$ cat src/rtl/spi_pkg.sv
`timescale 1ns / 1ps
`default_nettype none

package spi_pkg;

  localparam int COORD_W = 32;
  localparam int RGB_W   = 24;
  localparam int TAG_W   = 16;
  localparam int MODE_W  = 2;
  localparam int INDEX_W = 6;
  localparam int COUNT_W = 7;
  localparam int MAX_Y_W = 31;

  typedef enum logic [MODE_W-1:0] {
    MODE_INSERT = 2'd0,
    MODE_CLEAR  = 2'd1,
    MODE_READ   = 2'd2
  } mode_t;

  typedef enum logic [1:0] {
    ST_IDLE,
    ST_WALK,
    ST_LOAD,
    ST_OUT
  } state_t;

  typedef struct packed {
    logic signed [COORD_W-1:0] x;
    logic signed [COORD_W-1:0] y;
    logic [RGB_W-1:0]          rgb;
    logic [TAG_W-1:0]          tag;
  } point_t;

endpackage

`default_nettype wire

$ cat src/rtl/spi_cell.sv
`timescale 1ns / 1ps
`default_nettype none

module spi_cell #(
  parameter int INDEX   = 0,
  parameter int COUNT_W = 7
) (
  input  wire logic                         clk,
  input  wire logic                         insert,
  input  wire spi_pkg::point_t              new_point,
  input  wire logic [COUNT_W-1:0]           count,
  input  wire logic                         gt_in,
  input  wire spi_pkg::point_t              prev_point,
  output logic                              gt_out,
  output spi_pkg::point_t                   point,
  input  wire logic [spi_pkg::INDEX_W-1:0]  read_idx,
  input  wire spi_pkg::point_t              rd_in,
  output spi_pkg::point_t                   rd_out
);

  logic live;
  logic at_end;
  logic hit;

  assign live   = (32'(count) > INDEX);
  assign at_end = (32'(count) == INDEX);
  assign gt_out = live && (point.x > new_point.x);
  assign hit    = (32'(read_idx) == INDEX);

  // shift right when the left neighbor also holds a larger key
  always_ff @(posedge clk) begin
    if (insert) begin
      if (gt_in) begin
        point <= prev_point;
      end else if (gt_out || at_end) begin
        point <= new_point;
      end
    end
  end

  always_ff @(posedge clk) begin
    rd_out <= hit ? point : rd_in;
  end

endmodule

`default_nettype wire

$ cat config.mk
export PLATFORM = sky130hd
export DESIGN_NAME = spi_cell
export DESIGN_NICKNAME = d
export VERILOG_FILES = /design/src/rtl/spi_pkg.sv /design/src/rtl/spi_cell.sv
export SDC_FILE = /design/constraint.sdc
export NUM_CORES = 1
export LEC_CHECK = 0
export BUFFER_PORTS_ARGS = -buffer_cell sky130_fd_sc_hd__buf_4
export CAP_MARGIN = 5
export CORE_AREA = 2 2 211 213
export CTS_CLUSTER_SIZE = 25
export DETAILED_ROUTE_END_ITERATION = 10
export DIE_AREA = 0 0 213 215
export GPL_ROUTABILITY_DRIVEN = 1
export PLACE_DENSITY_LB_ADDON = 0.3
export SETUP_SLACK_MARGIN = 0.4
export SYNTH_ARGS = -nofsm -noshare
export SYNTH_HDL_FRONTEND = slang
export SYNTH_SLANG_ARGS = --single-unit
$ cat constraint.sdc
create_clock -name clk -period 15.95 [get_ports clk]
set_input_delay 0.7975 -clock clk [delete_from_list [all_inputs] [get_ports clk]]
set_output_delay 0.7975 -clock clk [all_outputs]
set_load 0.01 [all_outputs]
==> qor.yml <==
timing:
  tightest_slew_ns: 0.959
  tns_ns: 0
  hold_viol_final: 0
  relSlewSlack: 0.361
  min_period_ns: 4.05
  rsz0062_at_grt: "false"
  setup_ws_ns: 11.90
  hold_ws_ns: 0.475
  slew_viol_final: 0
  setup_viol: 0
  min_period_over_period: 0.254
  max_freq_mhz: 247
  fin_skew_ns: 0.00837
hold_path:
  min_path_type: "primary input to flip-flop"
  min_delay_worst_endpoint: "rd_out[97]"
  worstHoldStart: "rd_in[97]"
  hold_depth: 2
logic_synthesis:
  synth_nets: 963
  synthesis.area_um2: 8470
  synthTopCellsByCount: "104 x dfxtp_1, 104 x edfxtp_1, 103 x mux2_1, 73 x mux2_2, 41 x nand2_1"
  yosys_warnings: 0
  synth-seq-cells: 208
  yosysTopAreaCellShare: 0.369
  synth.avg_cell_area_um2: 14.0
  seq_area_frac_synth: 0.614
  synth-edff-count: 104
  synthTopCellsByArea: "edfxtp_1 37%, dfxtp_1 25%, mux2_1 14%"
  netlist_instances: 603
  synthDistinctLibCells: 33
  synthFlopType: "edfxtp_1"
  async_flop_share: 0
  synth_top_area_cell: "edfxtp_1"
worst_setup_path:
  reg2reg_depth: 9
  r2r_end: "point[42]"
  endpoint_kind: "flip-flop"
  critPathLaunchType: "flip-flop"
  required_ns: 16.10
  cp_max_fo: 52
  critPathArrivalTime_ns: 4.21
  path_class: "flip-flop to flip-flop"
  ff2ff_setup_slack_ns: 11.90
  r2r_start: "point[99]"
floorplan:
  start_util: 0.194
  ios: 537
  dieArea_um2: 45800
  rows: 77
  core-area_um2: 43600
  dieHeight_um: 215
  die_x_um: 213
power_and_ir_drop:
  cellPowerDensity_nw_per_um2: 105
  switching_share: 0.257
  p_clk_frac: 0.360
  vdd_drop_max_mv: 0.0656
  p_int_mw: 1.08
  power_mw: 1.45
  p_seq_frac: 0.454
  combPwrFrac: 0.186
  power_switching_mw: 0.374
  p_leak_nw: 6.21
route:
  wl_per_cell_um: 17.5
  drt_pass1_iterations: 6
  routed-via-count: 6856
  antenna_left: 0
  via_per_inst: 3.91
  finalWirelength_um: 30700
  drc: 0
  drt-initial-drc-count: 303
placement:
  numPortBuffers: 536
  gp_congestion: 0.812
  dp_hpwl_um: 23900
  dpl_worst_slack_ns: 11.38
cts:
  cts_max_path_buffers: 3
  numCtsBuffers: 24
  ctsResizeCount: 0
  cts_tree: "done"
  insertion_delay_ns: 0.53
  cts.sinks: 208
  cts_hold_buffers: 0
  cts_max_level: 1
  post_cts_buffers: 0
  cts_root_buf: "clkbuf_16"
  clk_pin_slew_ns: 0.06
final_layout:
  n_antenna_cell: 0
  fin_nets: 1504
  syn_to_final_growth_pct: 64.2
  drive_above_1_share: 0.557
grt:
  grt_pass1_vias: 7198
  antenna_found_initial: 1
  grt_pass1_wl_um: 43600
  grt_max_degree: 59
  overflow: 0
  gr-usage-all-layers: 0.126
job:
  maxCapViolCount: 0
outcome:
  status: "complete, no violations"
## layout make-up
type                       instances  area, um^2
multi-input combinational        337        3050
clock inverter                     3        13.8
fill                            4462       29700
clock buffer                      41         716
timing repair buffer             541        4060
inverter                          32         120
tap                              592         741
sequential                       208        5200
## routing by layer
metal,wire (um),global-route usage
met1,12100,0.144
met2,15600,0.231
met4,668,0.0380
met5,0,0
met3,2280,0.0301
## worst max-delay path: stages, from the launching register on
cell      delay [ns]
edfxtp_1        0.49
ha_1            0.35
nand4_1         0.18
nor2_1          0.07
a221o_1         0.32
a211o_1         0.31
or3b_1          0.39
nand4_1         0.11
buf_4           0.59
buf_4           0.71
## power groups by stage
stage / logic [mW] / clock network (mW) / registers [mW]
5_1_grt: 0.293 / 0.559 / 0.668
3_5_place_dp: 0.276 / 0 / 0.673
4_1_cts: 0.277 / 0.543 / 0.663
3_3_place_gp: 0.274 / 0 / 0.672
6_report: 0.271 / 0.523 / 0.661
2_1_floorplan: 0.0756 / 0 / 0.693
## registers in the layout (all words and copies together), names as in the netlist
| register | count |
|---|---|
| rd_out | 104 |
| point | 104 |
## kinds of logic after synthesis
| kind of cell | after synthesis | share of synthesized area |
|---|---|---|
| flip-flops | 208 | 0.614 |
| multiplexers | 176 | 0.234 |
| AND/OR/NAND/NOR | 71 | 0.0412 |
| AO/OA/AOI/OAI | 58 | 0.0372 |
| buffers and inverters | 58 | 0.0260 |
| adder cells (fa/ha/maj) | 32 | 0.0473 |
## through the flow
stage	instances	util	instance area [um^2]
3_3_place_gp	1710	0.302	13200
4_1_cts	1754	0.319	13900
5_1_grt	1754	0.319	13900
2_1_floorplan	603	-	8470
3_5_place_dp	1710	0.302	13200
6_report	1754	0.319	13900
## cell usage in the layout, fill, tap and decap left out, types with 2 or more instances in the layout
cell type,count
clkbuf_16,25
inv_1,32
nor2_1,4
nand2_1,40
o21ai_0,35
mux2_2,73
nand4_1,9
clkinv_2,2
buf_4,541
mux2_1,103
clkbuf_8,3
edfxtp_1,104
nand3_1,3
clkbuf_1,13
dfxtp_1,104
or4_1,3
ha_1,32
nand2b_1,2
a21oi_1,13
nor4_1,2
a21o_1,2
o21ai_1,2
## worst max path at each step
| stage | start | endpoint | slack [ns] | cells after the start |
|---|---|---|---|---|
| 2_1_floorplan | new_point[103] | point[0] | 9.47 | 8 |
| 3_3_place_gp | new_point[98] | point[57] | 11.46 | 11 |
| 3_5_place_dp | new_point[98] | point[67] | 11.38 | 11 |
| 4_1_cts | point[99] | point[63] | 11.82 | 9 |
| 5_1_grt | point[99] | point[41] | 11.67 | 9 |
| 6_report | point[99] | point[42] | 11.90 | 9 |
(Power assumes the default switching activity.)
